File: config.mk
export PLATFORM = sky130hd
export DESIGN_NAME = i2c_address_scanner_flat
export DESIGN_NICKNAME = d
export VERILOG_FILES = /design/src/hw/rtl/i2cs_pkg.sv /design/src/hw/rtl/i2cs_req_if.sv /design/src/hw/rtl/i2cs_res_if.sv /design/src/hw/rtl/i2cs_cfg_if.sv /design/src/hw/rtl/i2cs_cfg_regs.sv /design/src/hw/rtl/i2cs_core.sv /design/src/hw/rtl/i2c_address_scanner.sv /design/src/flat_wrapper.sv
export SDC_FILE = /design/constraint.sdc
export NUM_CORES = 1
export LEC_CHECK = 0
export ABC_AREA = 0
export BUFFER_PORTS_ARGS = -buffer_cell sky130_fd_sc_hd__buf_2
export CORE_ASPECT_RATIO = 1.1
export CORE_UTILIZATION = 50
export CTS_BUF_LIST = sky130_fd_sc_hd__clkbuf_2
export DETAILED_ROUTE_END_ITERATION = 8
export GPL_ROUTABILITY_DRIVEN = 0
export PLACE_DENSITY = 0.69
export SETUP_SLACK_MARGIN = 0.3
export SLEW_MARGIN = 20
export SYNTH_ARGS = -nofsm -noshare
export SYNTH_HDL_FRONTEND = slang
export SYNTH_SLANG_ARGS = --single-unit
File: constraint.sdc
create_clock -name clk -period 4.7 [get_ports clk]
set_input_delay 0.94 -clock clk [delete_from_list [all_inputs] [get_ports clk]]
set_output_delay 0.94 -clock clk [all_outputs]
set_load 0.005 [all_outputs]
File: src/hw/rtl/i2cs_pkg.sv
// Shared types, constants and the probe step decode of the I2C address scanner.
package i2cs_pkg;

    localparam int ADDR_W          = 7;
    localparam int HOLD_W          = 16;
    localparam int STEP_W          = 6;
    localparam int COUNT_OUT_W     = 5;
    localparam int CFG_IDX_W       = 2;
    localparam int CFG_DATA_W      = 16;
    localparam int DEFAULT_MAX_FOUND = 16;

    localparam logic [ADDR_W-1:0] ADDR_LOW_RESET  = 7'h08;
    localparam logic [ADDR_W-1:0] ADDR_HIGH_RESET = 7'h77;
    localparam logic [HOLD_W-1:0] HOLD_RESET      = 16'd750;

    localparam logic [CFG_IDX_W-1:0] CFG_ADDR_LOW  = 2'd0;
    localparam logic [CFG_IDX_W-1:0] CFG_ADDR_HIGH = 2'd1;
    localparam logic [CFG_IDX_W-1:0] CFG_HALF_TICKS = 2'd2;

    localparam logic REQ_TICK  = 1'b0;
    localparam logic REQ_START = 1'b1;

    localparam logic [STEP_W-1:0] STEP_FIRST      = 6'd0;
    localparam logic [STEP_W-1:0] STEP_ACK_SAMPLE = 6'd29;
    localparam logic [STEP_W-1:0] STEP_LAST       = 6'd33;

    typedef struct packed {
        logic [ADDR_W-1:0] addr_low;
        logic [ADDR_W-1:0] addr_high;
        logic [HOLD_W-1:0] half_period_ticks;
    } cfg_t;

    typedef struct packed {
        logic scl_set;
        logic scl_val;
        logic sda_set;
        logic sda_val;
    } drive_t;

    // Line change made on entry to a probe step.
    function automatic drive_t step_drive(input logic [STEP_W-1:0] s,
                                          input logic [ADDR_W-1:0] addr);
        drive_t d;
        d = '0;
        case (s)
            6'd0:  begin d.sda_set = 1'b1; d.sda_val = 1'b1;    end
            6'd1:  begin d.scl_set = 1'b1; d.scl_val = 1'b1;    end
            6'd2:  begin d.sda_set = 1'b1; d.sda_val = 1'b0;    end
            6'd3:  begin d.scl_set = 1'b1; d.scl_val = 1'b0;    end
            6'd4:  begin d.sda_set = 1'b1; d.sda_val = addr[6]; end
            6'd7:  begin d.sda_set = 1'b1; d.sda_val = addr[5]; end
            6'd10: begin d.sda_set = 1'b1; d.sda_val = addr[4]; end
            6'd13: begin d.sda_set = 1'b1; d.sda_val = addr[3]; end
            6'd16: begin d.sda_set = 1'b1; d.sda_val = addr[2]; end
            6'd19: begin d.sda_set = 1'b1; d.sda_val = addr[1]; end
            6'd22: begin d.sda_set = 1'b1; d.sda_val = addr[0]; end
            6'd25: begin d.sda_set = 1'b1; d.sda_val = 1'b0;    end
            6'd5, 6'd8, 6'd11, 6'd14, 6'd17, 6'd20, 6'd23, 6'd26, 6'd29, 6'd32:
                begin d.scl_set = 1'b1; d.scl_val = 1'b1; end
            6'd6, 6'd9, 6'd12, 6'd15, 6'd18, 6'd21, 6'd24, 6'd27, 6'd30:
                begin d.scl_set = 1'b1; d.scl_val = 1'b0; end
            6'd28: begin d.sda_set = 1'b1; d.sda_val = 1'b1;    end
            6'd31: begin d.sda_set = 1'b1; d.sda_val = 1'b0;    end
            default: begin d.sda_set = 1'b1; d.sda_val = 1'b1;  end
        endcase
        return d;
    endfunction

endpackage

File: src/hw/rtl/i2cs_req_if.sv
// Input item channel: request type and sampled SDA level.
interface i2cs_req_if;
    logic valid;
    logic ready;
    logic req_type;
    logic sda_in;

    modport source (output valid, output req_type, output sda_in, input ready);
    modport sink   (input valid, input req_type, input sda_in, output ready);
endinterface

File: src/hw/rtl/i2cs_res_if.sv
// Result item channel: bus levels, scan status and found addresses.
interface i2cs_res_if import i2cs_pkg::*; ();
    logic                   valid;
    logic                   ready;
    logic                   scl_level;
    logic                   sda_level;
    logic                   busy_res;
    logic                   found_valid;
    logic [ADDR_W-1:0]      found_addr;
    logic [COUNT_OUT_W-1:0] ack_count;
    logic                   scan_done;

    modport source (output valid, output scl_level, output sda_level, output busy_res,
                    output found_valid, output found_addr, output ack_count,
                    output scan_done, input ready);
    modport sink   (input valid, input scl_level, input sda_level, input busy_res,
                    input found_valid, input found_addr, input ack_count,
                    input scan_done, output ready);
endinterface

File: src/hw/rtl/i2cs_cfg_if.sv
// Configuration write channel: register index and write data.
interface i2cs_cfg_if import i2cs_pkg::*; ();
    logic                  valid;
    logic                  ready;
    logic [CFG_IDX_W-1:0]  index;
    logic [CFG_DATA_W-1:0] data;

    modport source (output valid, output index, output data, input ready);
    modport sink   (input valid, input index, input data, output ready);
endinterface

File: src/hw/rtl/i2cs_cfg_regs.sv
// Configuration registers of the I2C address scanner.
module i2cs_cfg_regs import i2cs_pkg::*; (
    input  logic        clk,
    input  logic        rst_n,
    i2cs_cfg_if.sink    cfg,
    output cfg_t        regs
);

    cfg_t regs_reg;

    assign cfg.ready = 1'b1;
    assign regs      = regs_reg;

    always_ff @(posedge clk or negedge rst_n)
    begin
        if (!rst_n)
        begin
            regs_reg.addr_low          <= ADDR_LOW_RESET;
            regs_reg.addr_high         <= ADDR_HIGH_RESET;
            regs_reg.half_period_ticks <= HOLD_RESET;
        end
        else if (cfg.valid)
        begin
            case (cfg.index)
                CFG_ADDR_LOW:   regs_reg.addr_low          <= cfg.data[ADDR_W-1:0];
                CFG_ADDR_HIGH:  regs_reg.addr_high         <= cfg.data[ADDR_W-1:0];
                CFG_HALF_TICKS: regs_reg.half_period_ticks <= cfg.data[HOLD_W-1:0];
                default:        regs_reg <= regs_reg;
            endcase
        end
    end

endmodule

File: src/hw/rtl/i2cs_core.sv
// Scan sequencer state and registered result stage of the I2C address scanner.
module i2cs_core import i2cs_pkg::*; #(
    parameter int MAX_FOUND = DEFAULT_MAX_FOUND
) (
    input  logic     clk,
    input  logic     rst_n,
    input  cfg_t     regs,
    i2cs_req_if.sink req,
    i2cs_res_if.source res
);

    localparam int CNT_W = $clog2(MAX_FOUND + 1);
    localparam logic [CNT_W-1:0] CNT_MAX = CNT_W'(MAX_FOUND);

    logic              scanning_reg, scanning_next;
    logic [ADDR_W-1:0] addr_reg, addr_next;
    logic [STEP_W-1:0] step_reg, step_next;
    logic [HOLD_W-1:0] hold_reg, hold_next;
    logic              scl_reg, scl_next;
    logic              sda_reg, sda_next;
    logic [CNT_W-1:0]  count_reg, count_next;

    logic              out_valid_reg;
    logic              found_valid_next, done_next;
    logic [ADDR_W-1:0] found_addr_next;
    logic              scl_out_reg, sda_out_reg, busy_out_reg;
    logic              found_valid_reg, done_reg;
    logic [ADDR_W-1:0] found_addr_reg;
    logic [CNT_W-1:0]  count_out_reg;

    logic              accept;
    logic [HOLD_W-1:0] hold_limit;
    logic [HOLD_W:0]   hold_inc;
    logic [STEP_W-1:0] step_enter;
    logic              apply_step;
    drive_t            drv;

    assign req.ready  = !out_valid_reg || res.ready;
    assign accept     = req.valid && req.ready;
    assign hold_limit = (regs.half_period_ticks == '0) ? HOLD_W'(1) : regs.half_period_ticks;
    assign hold_inc   = {1'b0, hold_reg} + (HOLD_W+1)'(1);
    assign drv        = step_drive(step_enter, addr_next);
    assign scl_next   = (apply_step && drv.scl_set) ? drv.scl_val : scl_reg;
    assign sda_next   = (apply_step && drv.sda_set) ? drv.sda_val : sda_reg;

    always_comb
    begin
        scanning_next    = scanning_reg;
        addr_next        = addr_reg;
        step_next        = step_reg;
        hold_next        = hold_reg;
        count_next       = count_reg;
        found_valid_next = 1'b0;
        found_addr_next  = '0;
        done_next        = 1'b0;
        step_enter       = STEP_FIRST;
        apply_step       = 1'b0;

        if (req.req_type == REQ_START)
        begin
            count_next = '0;
            hold_next  = '0;
            step_next  = STEP_FIRST;
            addr_next  = regs.addr_low;
            if (regs.addr_low > regs.addr_high)
            begin
                scanning_next = 1'b0;
                done_next     = 1'b1;
            end
            else
            begin
                scanning_next = 1'b1;
                apply_step    = 1'b1;
            end
        end
        else if (scanning_reg)
        begin
            hold_next = hold_inc[HOLD_W-1:0];
            if (hold_inc >= {1'b0, hold_limit})
            begin
                hold_next = '0;
                if (step_reg == STEP_ACK_SAMPLE && !req.sda_in)
                begin
                    found_valid_next = 1'b1;
                    found_addr_next  = addr_reg;
                    if (count_reg < CNT_MAX)
                        count_next = count_reg + CNT_W'(1);
                end
                if (step_reg >= STEP_LAST)
                begin
                    step_next = STEP_FIRST;
                    if (addr_reg >= regs.addr_high)
                    begin
                        scanning_next = 1'b0;
                        done_next     = 1'b1;
                    end
                    else
                    begin
                        addr_next  = addr_reg + ADDR_W'(1);
                        apply_step = 1'b1;
                    end
                end
                else
                begin
                    step_next  = step_reg + STEP_W'(1);
                    step_enter = step_reg + STEP_W'(1);
                    apply_step = 1'b1;
                end
            end
        end
    end

    always_ff @(posedge clk or negedge rst_n)
    begin
        if (!rst_n)
        begin
            scanning_reg  <= 1'b0;
            addr_reg      <= '0;
            step_reg      <= '0;
            hold_reg      <= '0;
            scl_reg       <= 1'b1;
            sda_reg       <= 1'b1;
            count_reg     <= '0;
            out_valid_reg <= 1'b0;
        end
        else
        begin
            if (accept)
            begin
                scanning_reg <= scanning_next;
                addr_reg     <= addr_next;
                step_reg     <= step_next;
                hold_reg     <= hold_next;
                scl_reg      <= scl_next;
                sda_reg      <= sda_next;
                count_reg    <= count_next;
            end
            if (accept)
                out_valid_reg <= 1'b1;
            else if (res.ready)
                out_valid_reg <= 1'b0;
        end
    end

    always_ff @(posedge clk)
    begin
        if (accept)
        begin
            scl_out_reg     <= scl_next;
            sda_out_reg     <= sda_next;
            busy_out_reg    <= scanning_next;
            found_valid_reg <= found_valid_next;
            found_addr_reg  <= found_addr_next;
            count_out_reg   <= count_next;
            done_reg        <= done_next;
        end
    end

    assign res.valid       = out_valid_reg;
    assign res.scl_level   = scl_out_reg;
    assign res.sda_level   = sda_out_reg;
    assign res.busy_res    = busy_out_reg;
    assign res.found_valid = found_valid_reg;
    assign res.found_addr  = found_addr_reg;
    assign res.ack_count   = COUNT_OUT_W'(count_out_reg);
    assign res.scan_done   = done_reg;

endmodule

File: src/hw/rtl/i2c_address_scanner.sv
// I2C address scanner: drives SCL and SDA probe levels and reports acknowledged addresses.
//
// Channels: req takes one item per tick of bus time (req_type 0) or a scan start
// (req_type 1), with the sampled SDA level. res returns exactly one item per
// req item: the SCL and SDA levels to drive, busy, a found address pulse, the
// saturating found count and a done pulse. cfg writes addr_low (index 0),
// addr_high (index 1) and half_period_ticks (index 2); it is always ready. It is to be
// written only while no scan item is in flight; the block itself does not enforce this.
// Latency: a result appears in the cycle after its req item is taken.
// Throughput: one item per cycle while res takes each result; the sequencer state
// and the result register both update in the accepting cycle.
// Stall: while res is held, one result waits in the output register and req
// stays ready only if that result is taken in the same cycle.
// Reset: scanner idle, both lines released high, count zero, registers at
// addr_low 0x08, addr_high 0x77, half_period_ticks 750; no result pending.
module i2c_address_scanner import i2cs_pkg::*; #(
    parameter int MAX_FOUND = DEFAULT_MAX_FOUND
) (
    input  logic       clk,
    input  logic       rst_n,
    i2cs_req_if.sink   req,
    i2cs_res_if.source res,
    i2cs_cfg_if.sink   cfg
);

    cfg_t regs;

    i2cs_cfg_regs u_cfg_regs (
        .clk   (clk),
        .rst_n (rst_n),
        .cfg   (cfg),
        .regs  (regs)
    );

    i2cs_core #(
        .MAX_FOUND (MAX_FOUND)
    ) u_core (
        .clk   (clk),
        .rst_n (rst_n),
        .regs  (regs),
        .req   (req),
        .res   (res)
    );

endmodule
File: src/flat_wrapper.sv
// flat-port wrapper written by rule: the top's interface ports become plain ports
module i2c_address_scanner_flat import i2cs_pkg::*;
#(
    parameter int MAX_FOUND = DEFAULT_MAX_FOUND
)
  (clk, rst_n, req_valid, req_req_type, req_sda_in, req_ready, res_valid, res_scl_level, res_sda_level, res_busy_res, res_found_valid, res_found_addr, res_ack_count, res_scan_done, res_ready, cfg_valid, cfg_index, cfg_data, cfg_ready);
  i2cs_req_if req_i ();
  i2cs_res_if res_i ();
  i2cs_cfg_if cfg_i ();
  input  logic clk;
  input  logic rst_n;
  input wire logic [$bits(req_i.valid)-1:0] req_valid;
  input wire logic [$bits(req_i.req_type)-1:0] req_req_type;
  input wire logic [$bits(req_i.sda_in)-1:0] req_sda_in;
  output wire logic [$bits(req_i.ready)-1:0] req_ready;
  output wire logic [$bits(res_i.valid)-1:0] res_valid;
  output wire logic [$bits(res_i.scl_level)-1:0] res_scl_level;
  output wire logic [$bits(res_i.sda_level)-1:0] res_sda_level;
  output wire logic [$bits(res_i.busy_res)-1:0] res_busy_res;
  output wire logic [$bits(res_i.found_valid)-1:0] res_found_valid;
  output wire logic [$bits(res_i.found_addr)-1:0] res_found_addr;
  output wire logic [$bits(res_i.ack_count)-1:0] res_ack_count;
  output wire logic [$bits(res_i.scan_done)-1:0] res_scan_done;
  input wire logic [$bits(res_i.ready)-1:0] res_ready;
  input wire logic [$bits(cfg_i.valid)-1:0] cfg_valid;
  input wire logic [$bits(cfg_i.index)-1:0] cfg_index;
  input wire logic [$bits(cfg_i.data)-1:0] cfg_data;
  output wire logic [$bits(cfg_i.ready)-1:0] cfg_ready;
  assign req_i.valid = req_valid;
  assign req_i.req_type = req_req_type;
  assign req_i.sda_in = req_sda_in;
  assign req_ready = req_i.ready;
  assign res_valid = res_i.valid;
  assign res_scl_level = res_i.scl_level;
  assign res_sda_level = res_i.sda_level;
  assign res_busy_res = res_i.busy_res;
  assign res_found_valid = res_i.found_valid;
  assign res_found_addr = res_i.found_addr;
  assign res_ack_count = res_i.ack_count;
  assign res_scan_done = res_i.scan_done;
  assign res_i.ready = res_ready;
  assign cfg_i.valid = cfg_valid;
  assign cfg_i.index = cfg_index;
  assign cfg_i.data = cfg_data;
  assign cfg_ready = cfg_i.ready;
  i2c_address_scanner #(.MAX_FOUND(MAX_FOUND)) u_core (.clk(clk), .rst_n(rst_n), .req(req_i), .res(res_i), .cfg(cfg_i));
endmodule
Word level (Yosys, flattened, before mapping)
Cells that the tools add are included.
{"block": "word_totals", "regBits": 85, "latch_bits": 0, "mem_bits_rw": 0, "mem_bits_ro": 0, "in_bits": 25, "out_inout_bits": 20, "wordCells": 130, "mem_count": 0}
{"block": "classes", "add_sub_neg": 4, "multipliers": 0, "div": 0, "order_cmp": 5, "eq_ne": 34, "n_shift": 0, "mux": 43, "bitwise_logic": 3, "n_reduce_logical": 23}
{"operator": "6-bit by 5-bit == test with 1-bit output, second input constant", "n": 16}
{"operator": "16-bit two-way mux", "n": 4}
{"operator": "6-bit by 4-bit == test with 1-bit output, second input constant", "n": 8}
{"operator": "6-bit two-way mux", "n": 7}
{"operator": "7-bit two-way mux", "n": 5}
{"operator": "5-bit two-way mux", "n": 5}
{"operator": "6-bit by 3-bit == test with 1-bit output, second input constant", "n": 4}
{"operator": "21-bit OR reduction", "n": 1}
{"operator": "1-bit two-way mux", "n": 20}
{"operator": "2-bit one-hot mux with 9 select lines", "n": 1}
{"operator": "16-bit by 1-bit adder with 17-bit output, second input constant", "n": 1}
{"operator": "17-bit by 16-bit >= comparator with 1-bit output", "n": 1}
{"operator": "16-bit logical NOT", "n": 1}
{"operator": "6-bit by 2-bit == test with 1-bit output, second input constant", "n": 2}
{"operator": "11-bit OR reduction", "n": 1}
{"operator": "10-bit OR reduction", "n": 1}
{"operator": "2-bit AND reduction", "n": 4}
{"operator": "7-bit by 1-bit adder with 7-bit output, second input constant", "n": 1}
{"operator": "7-bit >= comparator", "n": 1}
{"operator": "7-bit > comparator", "n": 1}
{"operator": "6-bit by 1-bit adder with 6-bit output, second input constant", "n": 1}
{"operator": "6-bit by 1-bit == test with 1-bit output, second input constant", "n": 1}
{"operator": "6-bit == test, second input constant", "n": 1}
{"operator": "6-bit >= comparator, second input constant", "n": 1}
{"operator": "14 further kinds", "n": 23}

Depth between registers and ports, before layout
Gate-level depths: netlist (run 1).
{"block": "logic_depth", "word_depth": 11, "depth_mapped": 16, "ltp_nobuf": 14}

By module
A second synthesis (run 1) with hierarchy kept.
{"block": "unflattened", "cells_unflattened": 584, "hier_area_um2": 5781.8}
{"module": "i2cs_core", "n_inst": 1, "cells_per_inst": 518, "area_each_um2": 4600.7, "seq_area_each_um2": 1463.9}
{"module": "i2cs_cfg_regs", "n_inst": 1, "cells_per_inst": 66, "area_each_um2": 1181.1, "seq_area_each_um2": 768.2}

Least setup slack after synthesis (run 1)
Ideal clock, no wire load.
{"block": "synth_path", "path_type": "register to register", "from": "register u_core.u_core.hold_reg[0]", "to": "register u_core.u_core.count_out_reg[2] (netlist: u_core.u_core.res.ack_count[2]), data pin", "setup_ps": 266, "arrival_time_ps": 3242, "t_required_ps": 4434, "setup_slack_ps": 1192, "stages_incl_launch_ff": 16, "synth_period_minus_slack_ps": 3508, "cell_sequence": "dfrtp_1 ha_1 nand3_1 nor3_2 and3_1 xor2_1 ha_1 nand4_1 nor2_1 o311ai_0 and3_1 buf_2 or3b_4 or3b_1 xor2_1 nor2_1"}
{"block": "synth_between", "elab_chain_len": 5}
{"item": "start, declared", "line_no": "i2cs_core.sv:18", "rtl": "logic [HOLD_W-1:0] hold_reg, hold_next;"}
{"item": "start signal, assigned", "line_no": "i2cs_core.sv:133", "rtl": "hold_reg <= hold_next;"}
{"item": "16-bit by 1-bit adder with 17-bit output", "line_no": "i2cs_core.sv:41", "rtl": "assign hold_inc = {1'b0, hold_reg} + (HOLD_W+1)'(1);"}
{"item": "17-bit by 16-bit >= comparator with 1-bit output", "line_no": "i2cs_core.sv:79", "rtl": "if (hold_inc >= {1'b0, hold_limit})"}
{"item": "5-bit two-way mux", "line_no": "i2cs_core.sv:79"}
{"item": "5-bit two-way mux", "line_no": "i2cs_core.sv:76", "rtl": "else if (scanning_reg)"}
{"item": "5-bit two-way mux", "line_no": "i2cs_core.sv:59", "rtl": "if (req.req_type == REQ_START)"}
{"item": "named net u_core.u_core.count_next[2]", "line_no": "i2cs_core.sv:21", "rtl": "logic [CNT_W-1:0] count_reg, count_next;"}
{"item": "end signal, assigned", "line_no": "i2cs_core.sv:154", "rtl": "count_out_reg <= count_next;"}
{"item": "end, declared", "line_no": "i2cs_core.sv:29", "rtl": "logic [CNT_W-1:0] count_out_reg;"}
The timed path passes the listed nets, and every way through them passes these cells.
A chain may end at the register's enable or synchronous reset.

Final worst setup path (run 1)
{"block": "layout_path", "from": "register u_core.u_core.hold_reg[0]", "to": "register u_core.u_core.sda_out_reg (netlist: u_core.u_core.res.sda_level), data pin"}
{"block": "layout_between", "elab_chain_len": 10, "word_cells_on_any_way": 47}
{"item": "16-bit by 1-bit adder with 17-bit output *", "line_no": "i2cs_core.sv:41"}
{"item": "17-bit by 16-bit >= comparator with 1-bit output *", "line_no": "i2cs_core.sv:79"}
{"item": "6-bit two-way mux", "line_no": "i2cs_core.sv:79"}
{"item": "6-bit two-way mux", "line_no": "i2cs_core.sv:76"}
{"item": "6-bit two-way mux", "line_no": "i2cs_core.sv:59"}
{"item": "6-bit by 3-bit == test with 1-bit output (tied with other cells)", "line_no": "i2cs_pkg.sv:45", "rtl": "case (s)"}
{"item": "21-bit OR reduction (no source line) or 3-bit OR reduction (tied branches)"}
{"item": "2-bit one-hot mux with 9 select lines", "line_no": "i2cs_pkg.sv:45"}
{"item": "1-bit logical AND", "line_no": "i2cs_core.sv:44", "rtl": "assign sda_next = (apply_step && drv.sda_set) ? drv.sda_val : sda_reg;"}
{"item": "1-bit two-way mux *", "line_no": "i2cs_core.sv:44"}
{"item": "named net u_core.u_core.sda_next", "line_no": "i2cs_core.sv:20", "rtl": "logic sda_reg, sda_next;"}
{"item": "end signal, assigned", "line_no": "i2cs_core.sv:150", "rtl": "sda_out_reg <= sda_next;"}
{"item": "end, declared", "line_no": "i2cs_core.sv:26", "rtl": "logic scl_out_reg, sda_out_reg, busy_out_reg;"}
Mark *: on every way through the listed nets, which the timed path passes. The rest lies on a longest branch.

==> out/results.ini, run 1 <==
[pwr]
combPwrFrac = 0.234
p_int_mw = 1.23
cellLeakagePower_nw = 2.59
p_sw_frac = 0.326
vdd_drop_max_uv = 176
p_per_area_nw_per_um2 = 312
clockPowerShare = 0.243
seq_power_share = 0.523
power_switching_mw = 0.595

[routing]
routedWlPerCell_um = 15.7
ant_nets = 0
first_pass_iters = 5
num_vias = 4302
totalWireLength_mm = 11.4
drtIter0Drc = 198
drc = 0
via_per_inst = 5.89

[timing]
clock.fmax_ghz = 0.258
finalClockSkew_ns = 0.0489
period_minus_slack_ns = 3.88
report.final.slew_viol_count = 0
maxSlewHeadroom = 0.272
hold_violations = 0
fin_ws_ns = 0.817
rsz0062_at_grt = false
worst_pin_slew_ns = 1.09
final-setup-viol-count = 0
timing.final.crit_share = 0.826
holdWs_ns = 0.346
fin_setup_tns_ns = 0

[logic_synthesis]
synth_edf_count = 17
syn-num-nets = 609
synth_seq_cells = 85
syn_area_um2 = 5390
synth_cell_type_count = 68
async_reset_ff_frac = 0.800
ys_warn_count = 0
seq_area_frac_synth = 0.414
ys.flop_type = dfrtp_1
synthCells = 548
syn_area_per_cell_um2 = 9.84

[global_route]
antenna_found_initial = 0
grt_pass1_vias = 4058
grt_max_degree = 46
grt_pass1_wl_mm = 19.2
grt_usage = 0.218
overflow = 0

[status]
status = finished, final reports clean

[die]
die_area_um2 = 11200
die_w_um = 101
die_h_um = 111
fp.coreArea_um2 = 10400
row_count = 39
pin_count = 45
start_util = 0.517

[hold_path]
hp-class = in -> async

[worst_setup_path]
timing.rr.start = u_core.u_core.hold_reg[0]
cp_max_fo = 10
r2r_end = u_core.u_core.res.sda_level
r2r_cells = 13
cp-end-kind = flip-flop
crit_type = reg -> reg
crit_required_ns = 5.02
reg2reg_slack_ns = 0.82
start_kind = flip-flop
cp.arrival_ns = 4.20

[clock_tree]
clkLatencyLatePin_ns = 0.56
cts_resized = 0
htree_levels = 3
cts_buffer_depth = 2
cts_buffers = 9
post_cts_buffers = 0
hold_buffers = 0
cts_sinks = 85
clk_pin_slew_ns = 0.27
cts-root-buf = clkbuf_2
cts_tree = done

[place]
io_buffers = 43
dp_worst_setup_slack_ns = 0.787
dp_hpwl_mm = 8.54

[finish]
final_cell_mix = 52 x dfrtp_1, 47 x nor2_1, 42 x buf_2
n_antenna_cell = 0
largest_reg_flops = 30
fin_nets = 643
final_common_cell = dfrtp_1
drive_above_1_share = 0.201
syn_to_final_growth_pct = 8.56

[job]
drv_cap = 0

-- worst max-delay path by stage --
stage | from | to | slack (ns)
after CTS | u_core.u_core.hold_reg[0] | u_core.u_core.res.sda_level | 0.82
after global routing | u_core.u_core.hold_reg[0] | u_core.u_core.step_reg[2] | 0.39
after detailed placement | u_core.u_core.hold_reg[0] | u_core.u_core.res.sda_level | 0.79
after floorplan | u_core.u_core.hold_reg[0] | u_core.u_core.res.ack_count[2] | 1.19
after global placement | u_core.u_core.hold_reg[0] | u_core.u_core.res.ack_count[2] | 0.87
final | u_core.u_core.hold_reg[0] | u_core.u_core.res.sda_level | 0.82
-- cell type report --
cell class | count | area, um^2
fill | 998 | 4590
multi-input combinational | 409 | 2940
sequential | 85 | 2230
timing repair buffer | 47 | 248
tap | 143 | 179
inverter | 30 | 113
clock inverter | 7 | 97.6
clock buffer | 9 | 45.0
-- power by group through the flow --
stage,logic (mW),registers [mW],clock network (mW)
floorplan,0.323,0.931,0
global placement,0.413,0.965,0
detailed placement,0.428,0.970,0
CTS,0.430,0.955,0.455
global route,0.490,0.972,0.486
finish,0.428,0.956,0.443
-- layer usage --
metal / wire, um / part of all wire / GRT usage / vias to the layer above
met4: 342 / 0.030 / 0.0937 / 0
met3: 471 / 0.041 / 0.0366 / 25
met2: 5250 / 0.46 / 0.339 / 130
met1: 5370 / 0.47 / 0.298 / 2059
li1: - / - / - / 2088
met5: 0 / 0 / 0 / -
-- cells in the mapped netlist, drive strengths merged, types with 14 or more instances --
master | count | area (um^2)
dfrtp | 52 | 1300
xor2 | 14 | 123
edfxtp | 17 | 510
o21ai | 30 | 150
nand3 | 19 | 95.1
inv | 29 | 109
clkbuf | 16 | 60.1
mux2 | 32 | 360
ha | 36 | 450
a32o | 15 | 150
nand2 | 33 | 124
nor2 | 48 | 183
dfstp | 16 | 420
a21oi | 23 | 115
-- critical path, stage by stage (launching register included) --
cell,delay (ns)
dfrtp_1,0.46
ha_1,0.21
nand3_1,0.19
nor2_1,0.17
xor2_1,0.25
ha_1,0.28
a21o_1,0.18
a221o_1,0.34
a221oi_1,0.35
and3_1,0.48
nor2_1,0.14
o21a_1,0.16
a2111oi_4,0.35
nor2_1,0.12
-- logic make-up after synthesis --
family                   share of synthesized area
AO/OA/AOI/OAI                                0.151
flip-flops                                   0.414
adder cells (fa/ha/maj)                     0.0835
multiplexers                                0.0742
buffers and inverters                       0.0424
XOR/XNOR                                    0.0390
other                                     0.000695
AND/OR/NAND/NOR                              0.195
-- through the flow --
stage	utilization	area (um^2)	total power [mW]	cells
after detailed placement	0.546	5700	1.40	714
after CTS	0.560	5840	1.84	730
after floorplan	-	5390	1.25	548
after global placement	0.546	5700	1.38	714
final	0.561	5860	1.83	730
after global routing	0.561	5860	1.95	730
No activity file was read; power rests on OpenSTA's default activity.
==> run 2, diff against run 1 <==
--- a/config.mk
+++ b/config.mk
@@ -5,14 +5,14 @@
 export SDC_FILE = /design/constraint.sdc
 export NUM_CORES = 1
 export LEC_CHECK = 0
-export ABC_AREA = 0
+export ABC_AREA = 1
 export BUFFER_PORTS_ARGS = -buffer_cell sky130_fd_sc_hd__buf_2
 export CORE_ASPECT_RATIO = 1.1
 export CORE_UTILIZATION = 50
 export CTS_BUF_LIST = sky130_fd_sc_hd__clkbuf_2
 export DETAILED_ROUTE_END_ITERATION = 8
 export GPL_ROUTABILITY_DRIVEN = 0
-export PLACE_DENSITY = 0.69
+export PLACE_DENSITY = 0.68
 export SETUP_SLACK_MARGIN = 0.3
 export SLEW_MARGIN = 20
 export SYNTH_ARGS = -nofsm -noshare
==> constraint.sdc (replaced) <==
create_clock -name clk -period 3.92 [get_ports clk]
set_input_delay 0.784 -clock clk [delete_from_list [all_inputs] [get_ports clk]]
set_output_delay 0.784 -clock clk [all_outputs]
set_load 0.005 [all_outputs]
==> run 2 against run 1 <==
Compared with the run above: register-to-register slack worse by 0.68 ns; clock power up 6.3%; critical path depth increased by 12; highest routed layer unchanged; design area is 19% higher; routed wire length rose by 26%; non-clock buffer count increased by 44; total power increased by 25%; die area is 6.9% higher; combinational power is 64% higher; utilization increased by 7.1 points.
==> out/results.ini, run 2 <==
[status]
status = finished, final reports clean

[routing]
drc = 0
via_per_inst = 5.40
first_pass_iters = 6
routedWlPerCell_um = 14.6
ant_nets = 0
drtIter0Drc = 445
num_vias = 5317
totalWireLength_mm = 14.4

[die]
fp.coreArea_um2 = 11100
row_count = 40
die_w_um = 104
die_h_um = 115
die_area_um2 = 12000
start_util = 0.522
pin_count = 45

[clock_tree]
cts_tree = done
cts_buffers = 9
cts-root-buf = clkbuf_2
hold_buffers = 0
clk_pin_slew_ns = 0.26
cts_buffer_depth = 2
clkLatencyLatePin_ns = 0.59
cts_sinks = 85
htree_levels = 3

[logic_synthesis]
yosys-top-cells-count = 194 x nand2_1, 98 x inv_1, 55 x nand3_1, 55 x o21ai_0
syn_area_um2 = 5780
syn_area_per_cell_um2 = 7.70
synthCells = 750
ys.flop_type = dfrtp_1
synth_seq_cells = 85
synth_edf_count = 17
synth_cell_type_count = 47
netlist_top_cells_area = dfrtp_1 23%, nand2_1 13%, edfxtp_1 8.8%
synth.most_common_cell = nand2_1
ys_warn_count = 0
yosysTopAreaCell = dfrtp_1
async_reset_ff_frac = 0.800
syn-num-nets = 811
yosysTopAreaCellShare = 0.225
seq_area_frac_synth = 0.386

[global_route]
grt_pass1_wl_mm = 23.9
overflow = 0
grt_max_degree = 45
antenna_found_initial = 0
grt_pass1_vias = 5135
grt_usage = 0.250

[worst_setup_path]
cp.arrival_ns = 4.19
start_kind = flip-flop
crit_required_ns = 4.32
crit_type = reg -> reg
cp-end-kind = flip-flop
cp_max_fo = 6

[timing]
rsz0062_at_grt = true
report.final.slew_viol_count = 0
timing.final.crit_share = 0.966
hold_violations = 0
clock.fmax_ghz = 0.264
fin_setup_tns_ns = 0
final-setup-viol-count = 0
period_minus_slack_ns = 3.79
finalClockSkew_ns = 0.0398
maxSlewHeadroom = 0.359
worst_pin_slew_ns = 0.958
fin_ws_ns = 0.135

[job]
drv_cap = 0

[pwr]
total_power_mw = 2.29
vdd_drop_max_uv = 275
p_per_area_nw_per_um2 = 327
cellLeakagePower_nw = 3.43

[hold_path]
hp-class = in -> async

[finish]
final_cell_mix = 184 x nand2_1, 93 x inv_1, 52 x dfrtp_1
final_common_cell = nand2_1
n_antenna_cell = 0
drive_above_1_share = 0.286
fin_nets = 894
syn_to_final_growth_pct = 21.0
largest_reg_flops = 30
utilization = 0.632

[place]
io_buffers = 43
dp_worst_setup_slack_ns = 0.00634
dp_hpwl_mm = 10.2

## run 2: cell count changes after synthesis, moves of 9 or more
cell,change
nand2_1,+161
and3_1,-11
and2_1,-12
inv_1,+69
nand3_2,+9
mux2_2,-31
nand3_1,+36
o21ai_0,+35
xnor2_1,-9
a32o_1,-12
## run 2: critical path, stage by stage, from the launching register on
cell and delay [ns]:
dfrtp_1 0.46, inv_2 0.08, nor2_1 0.10, nand2_1 0.07, nor3_1 0.14, inv_1 0.07, nor2_1 0.08, inv_1 0.07
nor2_2 0.13, nand4_1 0.16, xor2_2 0.22, ha_4 0.29, nand3_4 0.07, buf_6 0.13, nor2_4 0.14, nand2_4 0.10
nand3_4 0.16, buf_6 0.15, nand3_4 0.09, nor2_4 0.21, nand3_2 0.11, nand2_1 0.10, nor2_1 0.04, nand3_1 0.10
nand4_1 0.16, and2_1 0.17
## run 2: what timing repair did
item / 4_1_cts / 5_1_grt
gates cloned: 1 / 0
gates resized for setup: 24 / 77
setup endpoints to repair: 22 / 39
pin swaps: 17 / 24
buffers inserted: 18 / 12
## run 2: final cells by class
type | count | area (um^2)
Tap cell | 147 | 184
Inverter | 110 | 417
Clock inverter | 6 | 62.6
Clock buffer | 10 | 50.0
Timing Repair Buffer | 91 | 658
Fill cell | 969 | 4070
Sequential cell | 85 | 2230
Multi-Input combinational cell | 536 | 3380
## run 2: cell families (layout without fill, tap and decap cells)
family                     after synthesis  after routing  synth area share
buffers and inverters                  130            217            0.0914
other                                    1              1          0.000649
and+or+nand+nor                        370            371             0.307
muxes                                    1              1           0.00195
AOI/OAI and AO/OA                      111            111             0.110
xor gates and xnor gates                16             16            0.0243
adders and majority gates               36             36            0.0780
DFF                                     85             85             0.386
## run 2: path summary, 6_finish.rpt
kind	startpoint	end	slack, ns	cells after the start
max	u_core.u_core.hold_reg[3]	u_core.u_core.res.sda_level	0.13	25
min reg2reg	u_core.u_core.sda_reg	u_core.u_core.sda_reg	0.49	2
min	rst_n	u_core.u_cfg_regs.regs[15]	0.06	1
max in group asynchronous	rst_n	u_core.u_cfg_regs.regs[16]	3.24	2
min in group clk	cfg_data[7]	u_core.u_cfg_regs.regs[7]	0.42	3
max reg2reg	u_core.u_core.hold_reg[3]	u_core.u_core.res.sda_level	0.13	25
## run 2: power by group
part           internal, mW  switching (mW)
sequential             1.02          0.0925
clock                 0.149           0.322
combinational         0.258           0.444
## run 2: routing by layer
metal  up-vias  wire (um)  track usage
met5         -          0            0
met4         0        204       0.0771
met1      2507       6340        0.322
met3        26        767       0.0415
li1       2614          -            -
met2       170       7100        0.433
## run 2: stage by stage
stage / hold WS (ns) / cells / area (um^2)
floorplan: 0.448 / 750 / 5780
finish: 0.0635 / 985 / 6990
global placement: 0.460 / 937 / 6190
CTS: 0.326 / 972 / 6580
detailed placement: 0.458 / 937 / 6190
global route: 0.0250 / 985 / 6990
